===== src/rtl/peq_pkg.sv =====
// Shared types, constants and helper functions for the priority event queue.
// No dependencies; every other file of the block imports this package.
`default_nettype none

package peq_pkg;

  localparam int PRIORITIES     = 4;
  localparam int DEPTH_PER_PRIO = 8;
  localparam int MAX_TYPES      = 16;
  localparam int PAYLOAD_BYTES  = 4;

  localparam int PRIO_W      = (PRIORITIES > 1) ? $clog2(PRIORITIES) : 1;
  localparam int PTR_W       = $clog2(DEPTH_PER_PRIO);
  localparam int ADDR_W      = PRIO_W + PTR_W;
  localparam int STORE_WORDS = 2 ** ADDR_W;

  localparam logic [PRIO_W-1:0] CURSOR_RESET = PRIO_W'((PRIORITIES > 1) ? 1 : 0);
  localparam logic [7:0] BURST_RESET = 8'd8;

  localparam logic OP_PUSH = 1'b0;
  localparam logic OP_POP  = 1'b1;

  localparam logic [2:0] ST_OK           = 3'd0;
  localparam logic [2:0] ST_INVALID      = 3'd1;
  localparam logic [2:0] ST_UNREGISTERED = 3'd2;
  localparam logic [2:0] ST_FULL         = 3'd3;
  localparam logic [2:0] ST_TOO_LARGE    = 3'd4;
  localparam logic [2:0] ST_EMPTY        = 3'd5;

  typedef struct packed {
    logic        operation;
    logic [4:0]  event_type;
    logic [2:0]  priority_req;
    logic [15:0] origin_id;
    logic [2:0]  payload_length;
    logic [31:0] payload;
  } peq_req_t;

  typedef struct packed {
    logic [2:0]  status;
    logic [3:0]  out_type;
    logic [1:0]  out_priority;
    logic [15:0] out_source;
    logic [2:0]  out_length;
    logic [31:0] out_payload;
    logic [31:0] dropped_count;
  } peq_rsp_t;

  typedef struct packed {
    logic [3:0]  kind;
    logic [15:0] src;
    logic [2:0]  nbytes;
    logic [31:0] data;
  } peq_entry_t;

  typedef struct packed {
    logic load;
    logic exec;
    logic load_out;
  } peq_cmd_t;

  function automatic logic [PTR_W-1:0] ptr_next(input logic [PTR_W-1:0] p);
    return (p == PTR_W'(DEPTH_PER_PRIO - 1)) ? '0 : p + 1'b1;
  endfunction

  function automatic logic [31:0] byte_mask(input logic [2:0] n);
    logic [31:0] m;
    m = '0;
    for (int b = 0; b < 4; b++) begin
      m[8*b +: 8] = (n > 3'(b)) ? 8'hFF : 8'h00;
    end
    return m;
  endfunction

endpackage

`default_nettype wire


===== src/rtl/peq_ctrl.sv =====
// Sequencing state machine: accept, execute, load result register.
// Depends on peq_pkg for the command struct.
`default_nettype none

module peq_ctrl import peq_pkg::*; (
  input  logic     clk,
  input  logic     rst,
  input  logic     req_valid,
  output logic     req_ready,
  output logic     rsp_valid,
  input  logic     rsp_ready,
  output peq_cmd_t cmd
);

  localparam logic [1:0] S_IDLE = 2'd0;
  localparam logic [1:0] S_EXEC = 2'd1;
  localparam logic [1:0] S_DONE = 2'd2;

  logic [1:0] state;
  logic [1:0] state_next;
  logic       out_valid;

  assign req_ready    = (state == S_IDLE);
  assign rsp_valid    = out_valid;
  assign cmd.load     = req_valid && req_ready;
  assign cmd.exec     = (state == S_EXEC);
  assign cmd.load_out = (state == S_DONE) && (!out_valid || rsp_ready);

  always_comb begin
    state_next = state;
    case (state)
      S_IDLE: begin
        if (cmd.load) state_next = S_EXEC;
      end
      S_EXEC: state_next = S_DONE;
      S_DONE: begin
        if (cmd.load_out) state_next = S_IDLE;
      end
      default: state_next = S_IDLE;
    endcase
  end

  always_ff @(posedge clk) begin
    if (rst) begin
      state     <= S_IDLE;
      out_valid <= 1'b0;
    end else begin
      state <= state_next;
      if (cmd.load_out) begin
        out_valid <= 1'b1;
      end else if (rsp_ready) begin
        out_valid <= 1'b0;
      end
    end
  end

  a_accept_exec: assert property (@(posedge clk) disable iff (rst)
    cmd.load |=> (state == S_EXEC))
    else $error("accepted request did not enter execute");

  a_no_overwrite: assert property (@(posedge clk) disable iff (rst)
    cmd.load_out |-> (!out_valid || rsp_ready))
    else $error("result register overwritten before transfer");

  a_result_follows_exec: assert property (@(posedge clk) disable iff (rst)
    cmd.exec |=> (state == S_DONE) && !cmd.exec)
    else $error("execute not followed by result stage");

  a_out_fell: assert property (@(posedge clk) disable iff (rst)
    $fell(out_valid) |-> $past(rsp_ready))
    else $error("result dropped without transfer");

endmodule

`default_nettype wire


===== config.mk =====
export PLATFORM = sky130hd
export DESIGN_NAME = peq_ctrl
export DESIGN_NICKNAME = d
export VERILOG_FILES = /design/src/rtl/peq_pkg.sv /design/src/rtl/peq_ctrl.sv
export SDC_FILE = /design/constraint.sdc
export NUM_CORES = 1
export LEC_CHECK = 0
export BUFFER_PORTS_ARGS = -buffer_cell sky130_fd_sc_hd__buf_2
export CORE_AREA = 2 2 39 41
export CTS_BUF_LIST = sky130_fd_sc_hd__clkbuf_8
export CTS_CLUSTER_DIAMETER = 100
export CTS_CLUSTER_SIZE = 25
export DETAILED_ROUTE_END_ITERATION = 8
export DIE_AREA = 0 0 41 43
export GPL_ROUTABILITY_DRIVEN = 0
export PLACE_DENSITY = 0.31
export SYNTH_ARGS = -nofsm -noshare
export SYNTH_HDL_FRONTEND = slang
export SYNTH_SLANG_ARGS = --single-unit

===== constraint.sdc =====
create_clock -name clk -period 0.95 [get_ports clk]
set_clock_uncertainty 0.1 [all_clocks]
set_input_delay 0.1425 -clock clk [delete_from_list [all_inputs] [get_ports clk]]
set_output_delay 0.1425 -clock clk [all_outputs]
set_load 0.02 [all_outputs]

Yosys cells after proc, flatten, opt, wreduce, memory -nomap -nowiden --
Cells that the tools add are included.
Storage, ports and cells: register bits after elaboration 3, bits in latches 0, bits in writable memories 0, memory bits (read-only) 0, word-level logic and storage cells 18, memories 0
Cells by class: $add $sub $neg 0, $mul 0, div/mod/pow operators 0, order comparisons 0, equality and inequality tests 4, shift operators 0, mux-type cells 5, bitwise operators 0, reduce and logical (&&, ||, !) cells 7
Operators with widths (count):
- $pmux W2 S3 | 1
- $mux W2 | 2
- $eq A2 B1 Y1 const B | 1
- $eq A2 B2 Y1 const B | 1
- $logic_and A1 B1 Y1 | 2
- $logic_not A2 Y1 | 1
- $mux W1 | 2
- $ne A2 B1 Y1 const B | 1
- $ne A2 B2 Y1 const B | 1
- $reduce_and A2 Y1 | 1
- $reduce_bool A2 Y1 | 1
- $logic_not A1 Y1 | 1
- $logic_or A1 B1 Y1 | 1

Longest topological paths before layout --
depth after elaboration 5, mapped depth 2, mapped depth without buffers 2

Least setup slack after synthesis --
OpenSTA, ideal clock, no wires.
path kind register -> output, start register out_valid (netlist: rsp_valid), end output cmd[0] in the netlist's numbering, arrival time 0.804 ns, setup slack -0.096 ns, stages on the path, launching flop included 3, path buffers 0, cell sequence dfxtp_1 -> nand2b_1 -> nor2b_1
RTL lines:
- start, declared | RTL line peq_ctrl.sv:21 | logic out_valid;
- start signal, assigned | RTL line peq_ctrl.sv:46 | out_valid <= 1'b0;
- start signal, assigned | RTL line peq_ctrl.sv:50 | out_valid <= 1'b1;
- start signal, assigned | RTL line peq_ctrl.sv:52 | out_valid <= 1'b0;
- end, declared | RTL line peq_ctrl.sv:12 | output peq_cmd_t cmd

==> results by group <==
Critical path
  – Worst Setup Start Kind: flop
  – R2R Path End: state[1]
  – Critical path's largest stage delay: 350 ps
  – Origin of the worst setup path: state[0]
  – Critical path buffers and inverters: 1
  – RR Startpoint: state[1]
  – Reg2Reg Depth: 2
  – Worst path cell trace: nand2b_4 -> nor2b_4 -> buf_6
  – R2R setup slack: -10 ps
  – Worst setup EP type: output pin
  – Setup Crit Path Kind: flop to output pin
  – Crit path max fanout: 5
  – CP arrival: 940 ps
  – CP required: about 710 ps
  – Crit path max-delay family: flip-flops
  – Slowest CP cell: dfxtp_4

Power
  – Pleak: between 0.1 and 0.15 nW
  – Pint: 0.0004554 W
  – Sw Share: roughly 22%
  – Flop pwr share: around a quarter
  – NetSw: roughly 0.00013 W
  – Pwr Density: about 1900 mW/mm2
  – VDD IR-drop max: 0.6647 mV
  – Comb pwr share: roughly 14%
  – Clock share of power: between 60% and 70%

STA
  – Period utilization: 124.8%
  – Slew Viols, Final: 0
  – Fmax: 843.4 MHz
  – Setup ws final: -235.6 ps
  – Tmin final: between 1000 and 1500 ps
  – # setup viols final: 5
  – Worst-Margin Slew: about 170 ps
  – Final hold violation count: 0
  – Slew Limit Headroom: about nine tenths
  – RSZ-0062 raised after global routing: true

Cells and area
  – Nets: 31
  – Final cell count without fillers: 42
  – # diodes: 0
  – Multi-input gate area: just over 100 um2
  – Ratio of cells with drive above 1 in the final layout: roughly three quarters
  – Sequential cell area: 68.82 um2
  – Filler Cell Count: 150
  – Final instance area: around 310 um2
  – Synth-to-layout area growth: 125.2%

Route
  – Drt initial violations: 5
  – DR pass1 iterations: 3
  – Drt wl/cell: a little over 9 um
  – Via count: approximately 150
  – Post-DRT Antenna Nets: 0
  – Via density per instance: approximately 3.5
  – WL final: between 300 and 400 um
  – DRC: 0

Global route
  – Vias in the first global route: 165
  – Grt total ovfl: 0
  – Initial antenna violation count: 0
  – Overall Global Routing Usage: 7.114%
  – Pin count of the biggest net entering global routing: 6
  – Global-route wire length before repair: ~700 um

CTS
  – Root buf cell: clkbuf_8
  – CTS tree: yes
  – Total CTS buffers: 3
  – H-tree Lvls: 1
  – Clock Pin Slew Worst Setup and Hold Paths: approximately 30 ps
  – CTS Sinks: 3
  – Worst skew pair latency: roughly 220 ps
  – Clock buffer depth: 2

Synthesis
  – Synthesized area: between 100 and 150 um2
  – #FFs+latches synth: 3
  – Synth unique cells: 9
  – Syn_area_per_cell: 10.68 um2
  – Mapped Cells: 13
  – Warnings from Yosys: 0
  – Register area share after synthesis: 43.24%
  – Syn Nets: 17

Status
  – Status: finished with violations
  – Violated checks: setup timing

Flow run
  – Max Cap Viol: 0

Hold path
  – Worst hold start: rst
  – Worst min-delay path class: primary input to flop
  – Hold path endpoint: rsp_valid
  – Hold depth: 2

Floorplan
  – Initial core utilization: about a tenth
  – Top Ports: 9
  – Die Area: roughly 0.0018 mm2
  – Die height: approximately 43 um
  – CORE AREA: around 0.0014 mm2
  – Die Width: between 40 and 50 um
  – Row count: 14

Placed design
  – Port Buffer Count: 8
  – Placed cells: 37
  – DP Area: around 220 um2
## power groups by stage
stage               Clock, W  Sequential, W  Combinational (W)
finish              0.000361       0.000141          0.0000844
global route        0.000393       0.000142          0.0000898
CTS                 0.000377       0.000142          0.0000812
detailed placement         0       0.000143          0.0000630
global placement           0       0.000143          0.0000621
floorplan                  0       0.000144          0.0000404
## flip-flops by register name, indices dropped and copies added (netlist names)
register   flops
state          2
rsp_valid      1
## worst max path at each step
stage / to / cells past startpoint
2_1_floorplan: state[0] / 2
3_3_place_gp: cmd[0] / 3
3_5_place_dp: cmd[0] / 3
4_1_cts: cmd[1] / 2
5_1_grt: cmd[1] / 2
6_report: cmd[0] / 3
## metal layers
layer	GRT usage [%]	routed length (um)
met1	8.307	168
met3	9.424	79
met5	0	0
met2	6.563	144
met4	4.000	0
## timing repair
item	CTS	global route
hold buffers	0	0
setup endpoints to repair	5	6
buffers inserted	0	1
pin swaps	1	3
resized for setup	12	2
endpoints found under the hold margin	0	0
## synth_stat cells
cell type	n	share of area, %
dfxtp_1	3	43
nand2b_1	2	9.0
nor2b_1	2	9.0
a21oi_1	1	3.6
and2b_4	1	7.2
and4bb_1	1	9.0
nor2_1	1	2.7
nor3b_2	1	9.0
o21ba_1	1	7.2
## cells in the final DEF, fill, tap and decap left out, types with 2 or more instances in the layout
| master | count |
|---|---|
| clkbuf_8 | 3 |
| buf_4 | 2 |
| dfxtp_4 | 2 |
| buf_6 | 4 |
| buf_2 | 3 |
## logic make-up (layout without fill, tap and decap cells)
kind of cell | after synthesis | after routing | share of synthesized area, %
AO/OA/AOI/OAI | 2 | 2 | 10.81
flip-flops | 3 | 3 | 43.24
buffers and inverters | 0 | 13 | 0
AND/OR/NAND/NOR | 8 | 8 | 45.94
## worst register-to-register path: stages, from the launching register on
cell,delay [ps]
dfxtp_4,380
and2b_4,200
o21ba_1,170
## area by class of cell
class | instances | area share, %
repair buffers | 9 | 24.00
clock buffers | 3 | 13.20
multi-input cells | 10 | 33.20
well taps | 16 | 6.400
flip-flops and latches | 3 | 22.00
clock inverters | 1 | 1.200
## through the flow
step                hold slack (ps)  setup WS (ps)  power [W]  util, %  TNS (ps)
floorplan                     106.7         -1.414  0.0001842        -    -1.414
global route                  22.39         -267.4  0.0006246    22.60    -988.2
CTS                           11.10         -242.7  0.0005996    21.61    -800.3
finish                        16.64         -235.6  0.0005864    22.60    -814.3
global placement              230.3         -69.33  0.0002051    15.55    -88.22
detailed placement            239.2         -81.05  0.0002064    15.55    -107.7
No activity file was read; power rests on OpenSTA's default activity.
