**config.mk**
```make
export PLATFORM = sky130hd
export DESIGN_NAME = peq_dpath
export DESIGN_NICKNAME = d
export VERILOG_FILES = /design/src/rtl/peq_pkg.sv /design/src/rtl/peq_dpath.sv
export SDC_FILE = /design/constraint.sdc
export NUM_CORES = 2
export LEC_CHECK = 0
export ABC_CLOCK_PERIOD_IN_PS = 5910
export BUFFER_PORTS_ARGS = -buffer_cell sky130_fd_sc_hd__clkbuf_2
export CELL_PAD_IN_SITES_DETAIL_PLACEMENT = 1
export CELL_PAD_IN_SITES_GLOBAL_PLACEMENT = 2
export CORE_MARGIN = 5
export CORE_UTILIZATION = 45
export CTS_CLUSTER_SIZE = 30
export DETAILED_ROUTE_END_ITERATION = 10
export PLACE_DENSITY = 0.79
export SYNTH_ARGS = -nofsm -noshare
export SYNTH_HDL_FRONTEND = slang
export SYNTH_SLANG_ARGS = --single-unit
```
**constraint.sdc**
```tcl
create_clock -name clk -period 5.91 [get_ports clk]
set_input_delay 1.182 -clock clk [delete_from_list [all_inputs] [get_ports clk]]
set_output_delay 1.182 -clock clk [all_outputs]
set_load 0.03 [all_outputs]
```
**src/rtl/peq_pkg.sv**
```systemverilog
// Shared types, constants and helper functions for the priority event queue.
// No dependencies; every other file of the block imports this package.
`default_nettype none

package peq_pkg;

  localparam int PRIORITIES     = 4;
  localparam int DEPTH_PER_PRIO = 8;
  localparam int MAX_TYPES      = 16;
  localparam int PAYLOAD_BYTES  = 4;

  localparam int PRIO_W      = (PRIORITIES > 1) ? $clog2(PRIORITIES) : 1;
  localparam int PTR_W       = $clog2(DEPTH_PER_PRIO);
  localparam int ADDR_W      = PRIO_W + PTR_W;
  localparam int STORE_WORDS = 2 ** ADDR_W;

  localparam logic [PRIO_W-1:0] CURSOR_RESET = PRIO_W'((PRIORITIES > 1) ? 1 : 0);
  localparam logic [7:0] BURST_RESET = 8'd8;

  localparam logic OP_PUSH = 1'b0;
  localparam logic OP_POP  = 1'b1;

  localparam logic [2:0] ST_OK           = 3'd0;
  localparam logic [2:0] ST_INVALID      = 3'd1;
  localparam logic [2:0] ST_UNREGISTERED = 3'd2;
  localparam logic [2:0] ST_FULL         = 3'd3;
  localparam logic [2:0] ST_TOO_LARGE    = 3'd4;
  localparam logic [2:0] ST_EMPTY        = 3'd5;

  typedef struct packed {
    logic        operation;
    logic [4:0]  event_type;
    logic [2:0]  priority_req;
    logic [15:0] origin_id;
    logic [2:0]  payload_length;
    logic [31:0] payload;
  } peq_req_t;

  typedef struct packed {
    logic [2:0]  status;
    logic [3:0]  out_type;
    logic [1:0]  out_priority;
    logic [15:0] out_source;
    logic [2:0]  out_length;
    logic [31:0] out_payload;
    logic [31:0] dropped_count;
  } peq_rsp_t;

  typedef struct packed {
    logic [3:0]  kind;
    logic [15:0] src;
    logic [2:0]  nbytes;
    logic [31:0] data;
  } peq_entry_t;

  typedef struct packed {
    logic load;
    logic exec;
    logic load_out;
  } peq_cmd_t;

  function automatic logic [PTR_W-1:0] ptr_next(input logic [PTR_W-1:0] p);
    return (p == PTR_W'(DEPTH_PER_PRIO - 1)) ? '0 : p + 1'b1;
  endfunction

  function automatic logic [31:0] byte_mask(input logic [2:0] n);
    logic [31:0] m;
    m = '0;
    for (int b = 0; b < 4; b++) begin
      m[8*b +: 8] = (n > 3'(b)) ? 8'hFF : 8'h00;
    end
    return m;
  endfunction

endpackage

`default_nettype wire

```
**src/rtl/peq_dpath.sv**
```systemverilog
// Datapath: ring pointers, event store, arbitration and result register.
// Depends on peq_pkg; driven by peq_ctrl commands.
`default_nettype none

module peq_dpath import peq_pkg::*; (
  input  logic        clk,
  input  logic        rst,
  input  peq_cmd_t    cmd,
  input  peq_req_t    req_data,
  input  logic [15:0] registered_types,
  input  logic [7:0]  burst_limit,
  output peq_rsp_t    rsp_data
);

  peq_req_t          item;
  logic [PTR_W-1:0]  rd_ptr [PRIORITIES];
  logic [PTR_W-1:0]  wr_ptr [PRIORITIES];
  logic [7:0]        burst_cnt;
  logic [PRIO_W-1:0] cursor;
  logic [31:0]       drop_cnt;
  logic [2:0]        res_status;
  logic [PRIO_W-1:0] res_prio;
  logic              res_hit;
  peq_entry_t        mem [STORE_WORDS];
  peq_entry_t        rdata;
  peq_rsp_t          rsp_q;

  logic [PRIORITIES-1:0] nonempty;
  logic                  any_ne;
  logic [PRIO_W-1:0]     strict_sel;
  logic [PRIO_W-1:0]     fair_sel;
  logic [PRIO_W-1:0]     pop_sel;
  logic [PRIO_W-1:0]     cursor_next;
  logic [PRIO_W:0]       sum;
  logic                  fair;
  logic [PRIO_W-1:0]     prio_i;
  logic                  invalid;
  logic                  unreg;
  logic                  full;
  logic                  too_large;
  logic                  push_ok;
  logic                  pop_hit;
  logic [2:0]            status;
  peq_entry_t            wdata;

  always_comb begin
    any_ne     = 1'b0;
    strict_sel = '0;
    fair_sel   = '0;
    sum        = '0;
    for (int q = 0; q < PRIORITIES; q++) begin
      nonempty[q] = (rd_ptr[q] != wr_ptr[q]);
    end
    for (int q = PRIORITIES - 1; q >= 0; q--) begin
      if (nonempty[q]) begin
        any_ne     = 1'b1;
        strict_sel = PRIO_W'(q);
      end
    end
    for (int k = PRIORITIES - 1; k >= 0; k--) begin
      sum = {1'b0, cursor} + (PRIO_W + 1)'(k);
      if (sum >= (PRIO_W + 1)'(PRIORITIES)) sum = sum - (PRIO_W + 1)'(PRIORITIES);
      if (nonempty[sum[PRIO_W-1:0]]) fair_sel = sum[PRIO_W-1:0];
    end
    fair    = (burst_cnt >= burst_limit);
    pop_sel = fair ? fair_sel : strict_sel;
    sum     = {1'b0, pop_sel} + 1'b1;
    if (sum >= (PRIO_W + 1)'(PRIORITIES)) sum = sum - (PRIO_W + 1)'(PRIORITIES);
    cursor_next = sum[PRIO_W-1:0];
  end

  assign prio_i    = item.priority_req[PRIO_W-1:0];
  assign invalid   = (item.event_type >= 5'(MAX_TYPES))
                     || ({1'b0, item.priority_req} >= 4'(PRIORITIES));
  assign unreg     = !registered_types[item.event_type[3:0]];
  assign full      = (ptr_next(wr_ptr[prio_i]) == rd_ptr[prio_i]);
  assign too_large = (item.payload_length > 3'(PAYLOAD_BYTES));
  assign push_ok   = (item.operation == OP_PUSH) && !invalid && !unreg && !full
                     && !too_large;
  assign pop_hit   = (item.operation == OP_POP) && any_ne;

  always_comb begin
    if (item.operation == OP_POP) begin
      status = any_ne ? ST_OK : ST_EMPTY;
    end else if (invalid) begin
      status = ST_INVALID;
    end else if (unreg) begin
      status = ST_UNREGISTERED;
    end else if (full) begin
      status = ST_FULL;
    end else if (too_large) begin
      status = ST_TOO_LARGE;
    end else begin
      status = ST_OK;
    end
  end

  assign wdata.kind   = item.event_type[3:0];
  assign wdata.src    = item.origin_id;
  assign wdata.nbytes = item.payload_length;
  assign wdata.data   = item.payload & byte_mask(item.payload_length);

  always_ff @(posedge clk) begin
    if (cmd.load) item <= req_data;
    if (cmd.exec) begin
      res_status <= status;
      res_prio   <= pop_sel;
      res_hit    <= pop_hit;
    end
  end

  always_ff @(posedge clk) begin
    if (rst) begin
      for (int q = 0; q < PRIORITIES; q++) begin
        rd_ptr[q] <= '0;
        wr_ptr[q] <= '0;
      end
      burst_cnt <= '0;
      cursor    <= CURSOR_RESET;
      drop_cnt  <= '0;
    end else if (cmd.exec) begin
      if (item.operation == OP_PUSH) begin
        if (status == ST_FULL) drop_cnt <= drop_cnt + 1'b1;
        if (push_ok) wr_ptr[prio_i] <= ptr_next(wr_ptr[prio_i]);
      end else if (pop_hit) begin
        rd_ptr[pop_sel] <= ptr_next(rd_ptr[pop_sel]);
        if (fair) begin
          cursor    <= cursor_next;
          burst_cnt <= '0;
        end else begin
          burst_cnt <= burst_cnt + 1'b1;
        end
      end
    end
  end

  always_ff @(posedge clk) begin
    if (cmd.exec && push_ok) mem[{prio_i, wr_ptr[prio_i]}] <= wdata;
    if (cmd.exec && pop_hit) rdata <= mem[{pop_sel, rd_ptr[pop_sel]}];
  end

  always_ff @(posedge clk) begin
    if (cmd.load_out) begin
      rsp_q.status        <= res_status;
      rsp_q.dropped_count <= drop_cnt;
      if (res_hit) begin
        rsp_q.out_type     <= rdata.kind;
        rsp_q.out_priority <= 2'(res_prio);
        rsp_q.out_source   <= rdata.src;
        rsp_q.out_length   <= rdata.nbytes;
        rsp_q.out_payload  <= rdata.data;
      end else begin
        rsp_q.out_type     <= '0;
        rsp_q.out_priority <= '0;
        rsp_q.out_source   <= '0;
        rsp_q.out_length   <= '0;
        rsp_q.out_payload  <= '0;
      end
    end
  end

  assign rsp_data = rsp_q;

  a_drop_only_on_exec: assert property (@(posedge clk) disable iff (rst)
    !$past(cmd.exec) |-> $stable(drop_cnt))
    else $error("drop counter moved outside execute");

endmodule

`default_nettype wire
```
== Word level (Yosys, flattened, before mapping) ==
Memories as Yosys holds them, arrays and structs flattened. A register that Yosys moved wholly into a read port is not among the register bits.
Cells that the tools add are included.

* $lt $le $gt $ge: 18
* Equality and inequality tests: 8
* Muxes and demuxes: 63
* Add/sub/neg operators: 13
* Bitwise logic cells: 2
* Reductions and logical operators: 16

{| class="wikitable"
|+ Operators with widths
! operator !! number
|-
| $mux W8 || 5
|-
| $mux W2 || 18
|-
| $add A32 B1 Y32 const B || 1
|-
| $and A32 B32 Y32 || 1
|-
| $mux W3 || 10
|-
| $mux W1 || 25
|-
| $ge A3 B3 Y1 const B || 5
|-
| $lt A2 B3 Y1 const B || 4
|-
| $ne A3 B3 Y1 || 4
|-
| $sub A2 B1 Y2 const B || 5
|-
| $add A8 B1 Y8 const B || 1
|-
| $bmux W1 S2 || 4
|-
| $ge A8 B8 Y1 || 1
|-
| $logic_and A1 B1 Y1 || 7
|-
| $add A2 B1 Y3 const B || 2
|-
| $add A2 B2 Y3 const B || 2
|-
| $add A3 B1 Y3 const B || 2
|-
| $eq A3 B3 Y1 const B || 2
|-
| $gt A3 B1 Y1 const B || 2
|-
| $gt A3 B2 Y1 const B || 2
|-
| $reduce_and A3 Y1 || 2
|-
| $reduce_or A3 Y1 || 2
|-
| $ge A5 B5 Y1 const B || 1
|-
| $lt A4 B5 Y1 const B || 1
|-
| other kinds (9) || 11
|}

* Input port bits: 89
* Register bits after elaboration: 200
* RAM bits: 1784
* Memories: 3
* Logic and storage cells: 142
* Output and inout bits: 92

{| class="wikitable"
|+ Memories
! name !! words !! bits a word !! rd ports !! clocked after memory_dff !! wr ports !! RTL line !! source
|-
| mem || 32 || 55 || 1 || 1 || 1 || peq_dpath.sv:24 || <nowiki>peq_entry_t mem [STORE_WORDS];</nowiki>
|-
| rd_ptr || 4 || 3 || 6 || 1 || 4 || peq_dpath.sv:16 || <nowiki>logic [PTR_W-1:0] rd_ptr [PRIORITIES];</nowiki>
|-
| wr_ptr || 4 || 3 || 5 || 1 || 4 || peq_dpath.sv:17 || <nowiki>logic [PTR_W-1:0] wr_ptr [PRIORITIES];</nowiki>
|}

== Longest topological paths before layout ==
* Word-level depth: 14
* Mapped depth: 20
* Mapped depth without buffers: 15

== Least setup slack after synthesis ==
Ideal clock, no wire load.

* Path type: register to register
* Start point: reg (tool-made name)
* End point: mem mem[24][0] (netlist name), enable pin
* Period minus slack after synthesis: 5251 ps
* Path buffers: 1
* Data required time: 5442 ps
* Arrival: 4783 ps
* Library setup time: 468 ps
* Slack: 659 ps
* Stages on the path, launching flop included: 12
* Cells stage by stage: dfxtp_1 > buf_2 > mux4_2 > ha_1 > ha_1 > xor2_1 > nor2_1 > nand2_1 > nand2_1 > nor2_1 > nand2_1 > nor2_1

{| class="wikitable"
|+ RTL lines
! element !! RTL line
|-
| end: declaration || peq_dpath.sv:24
|}

==> results.cfg <==
[timing]
tns_ps = 0
fin_crit_sh_pct = 82.07
tightest_slew_ps = 1289
final_hold_viol_count = 0
timing.final.crit_period_ps = 4851
timing.hold.ws_ps = 427.6
setup_viol_count_final = 0
grt_setup_unrepaired = false
max_freq_mhz = 206.2
finalClockSkew_ps = 27.85
slew_viol_final = 0
max_slew_margin_vs_limit_pct = 13.68

[global_routing]
largest_net_degree_at_the_start_of_global_routing = 116
initial_antenna_violation_count = 6
grt_overflow = 0
grt_util_all_layers_pct = 26.08
grt_pass1_vias = 51208
wire_length_of_the_first_global_routing_pass_um = 354100

[die]
core_area_mm2 = 0.1738
core.rowCount = 153
ioPinCount = 181
die_w_um = 427.8
start_util_pct = 45.19
die-height_um = 427.8
area_of_the_die_mm2 = 0.1830

[yosys]
mappedNetlistNets = 5778
synth_flop_cell = sky130_fd_sc_hd__edfxtp_1
synth_edf_count = 1997
ys_seq_area_share_pct = 77.46
syn_inst = 5673
synthesis_warning_total = 0
synth-async-reset-ratio_pct = 0
synth.area.top_cells = sky130_fd_sc_hd__edfxtp_1 76%, sky130_fd_sc_hd__nand2_1 7.5%, sky130_fd_sc_hd__nand3_1 3.5%
post_synth.cell_area_avg_um2 = 13.85
netlist.top_cell.by_area = sky130_fd_sc_hd__edfxtp_1
ys_seq_elements = 2041
synth_top_cell_area_share_pct = 76.34
top_post_synthesis_cells_by_count = 1,997 x sky130_fd_sc_hd__edfxtp_1, 1,578 x sky130_fd_sc_hd__nand2_1, 552 x sky130_fd_sc_hd__nand3_1, 342 x sky130_fd_sc_hd__a21oi_1, 223 x sky130_fd_sc_hd__nand4_1
mappedNetlistArea_mm2 = 0.07855
synth_cell_types = 58
count_leader_synth = sky130_fd_sc_hd__edfxtp_1

[drt]
avgRoutedWirePerCell_um = 29.12
drtIter0Drc = 5762
detail_route.vias_per_cell = 5.946
routed-via-count = 49907
ant_nets = 0
drt_drc_violations_left = 0
first_pass_iters = 5
detail_route.wirelength_um = 244400

[worst_setup_path]
worst_setup_path_end_kind = flip-flop
worstReg2RegEnd = mem[18][17]
crit_type = flip-flop to flip-flop
regToRegSetupSlack_ps = 1060
worst_ep_required_time_ps = 6430
critPathCapture = mem[18][17]
critPathMaxFanout = 12
r2r.worst_path.cells = 11
crit_path_start_kind = flip-flop
cp.arrival_ps = 5370

[clock_network]
cts_max_level = 4
cts_hold_repair.buffers = 0
postCtsResizedCells = 0
cts.sink_count = 2041
clock_tree.root_cell = sky130_fd_sc_hd__clkbuf_16
cts_tree = done
cts.path.max_buffers = 3
clock_buffers_created_by_tritoncts = 207
clkLatencyLatePin_ps = 850
cts.repair_timing.setup_buffer_count = 0
cts.clk_slew.worst_paths_ps = 60

[place]
dp.cells = 8013
dp_hpwl_um = 127500
routability_congestion = 0.7716
buffer_ports.inserted = 180

[cells_and_area]
drive_gt1_share_pct = 11.98
final_core_utilization_pct = 51.68
layout-area-overhead-vs-synth_pct = 14.36
fillers = 17014
final_net_count = 6002
final_cells = 8393

[min_path]
min_path_type = flip-flop to flip-flop

[power]
powerDensity_mw_per_mm2 = 368.5
max-vdd-ir-drop_mv = 0.2659
leakagePower_nw = 29.98
power_mw = 33.10

[status]
result_of_the_run = finished, final reports clean

[run]
cap_violations = 0
==> area by class of cell <==
type                    count  area (µm²)  area share, %
diodes                      2       5.005       0.005571
clock buffers             268        5544          6.172
clock inverters           110        1011          1.125
inverters                  27       111.4         0.1240
multi-input cells        3264       16290          18.14
flip-flops and latches   2041       60850          67.74
well taps                2325        2909          3.238
repair buffers            356        3107          3.459
==> power by group <==
part / switching, mW / internal [mW]
sequential: 0.181 / 16.3
clock: 5.53 / 7.29
combinational: 2.80 / 1.05
total: 8.51 / 24.6
==> state kept, by name (all words and copies together) (netlist names), named ones only <==
| register | flops |
|---|---|
| burst_cnt | 8 |
| cursor | 2 |
| drop_cnt | 32 |
| item | 60 |
| mem | 1760 |
| rd_ptr | 12 |
| rdata | 55 |
| res_hit | 1 |
| res_prio | 2 |
| res_status | 3 |
| rsp_data | 92 |
| wr_ptr | 12 |
==> worst max-delay path, cell delays in order (launching register included) <==
cell and delay [ps]:
sky130_fd_sc_hd__dfxtp_1 540, sky130_fd_sc_hd__mux4_2 620, sky130_fd_sc_hd__ha_1 250, sky130_fd_sc_hd__ha_1 330, sky130_fd_sc_hd__xor2_1 190, sky130_fd_sc_hd__nor2_1 90, sky130_fd_sc_hd__nand2_1 70, sky130_fd_sc_hd__nand2_1 130
sky130_fd_sc_hd__nor2_1 450, sky130_fd_sc_hd__nand2_1 590, sky130_fd_sc_hd__nor2_4 830, sky130_fd_sc_hd__buf_4 420
==> cell usage in the layout (no fill, tap or decap), types with 49 or more instances in the layout <==
master,netlist,layout
sky130_fd_sc_hd__and2_1,70,68
sky130_fd_sc_hd__clkbuf_2,0,178
sky130_fd_sc_hd__a31oi_1,60,60
sky130_fd_sc_hd__nor2_1,94,61
sky130_fd_sc_hd__buf_4,10,107
sky130_fd_sc_hd__nand4_1,223,223
sky130_fd_sc_hd__clkinv_1,1,49
sky130_fd_sc_hd__nand3_1,552,552
sky130_fd_sc_hd__nand2_1,1578,1575
sky130_fd_sc_hd__a21oi_1,342,341
sky130_fd_sc_hd__clkbuf_16,0,211
sky130_fd_sc_hd__a32oi_1,112,112
sky130_fd_sc_hd__buf_12,0,70
sky130_fd_sc_hd__edfxtp_1,1997,1997
sky130_fd_sc_hd__clkbuf_1,110,52
==> layer usage <==
| layer | track usage, % | vias up | share of wire (%) |
|---|---|---|---|
| met2 | 42.65 | 2017 | 48 |
| met3 | 3.781 | 456 | 6.9 |
| met1 | 36.11 | 26024 | 42 |
| met4 | 8.906 | 0 | 3.5 |
| met5 | 0 | - | 0 |
| li1 | - | 21410 | - |
==> cell families after synthesis <==
family	count (synthesis)	share of synthesized area, %
AND/OR/NAND/NOR	2613	14.68
flip-flops	2041	77.46
AO/OA/AOI/OAI	566	4.428
buffers and inverters	368	2.211
XOR/XNOR	48	0.5352
multiplexers	21	0.4301
adder cells (fa/ha/maj)	16	0.2549
==> worst min path at each step <==
stage	from	end	cells after the start
2_1_floorplan	res_status[0]	rsp_data[89]	0
3_3_place_gp	res_status[2]	rsp_data[91]	0
3_5_place_dp	res_status[1]	rsp_data[90]	0
4_1_cts	res_status[0]	rsp_data[89]	0
5_1_grt	res_status[0]	rsp_data[89]	0
6_report	res_status[1]	rsp_data[90]	0
==> metrics by stage <==
stage,instance area (µm²),setup slack [ps]
3_5_place_dp,83270,518.1
3_3_place_gp,83270,602.9
4_1_cts,89820,1075
2_1_floorplan,78550,658.9
6_report,89830,1059
5_1_grt,89820,869.8
(Power assumes the default switching activity.)
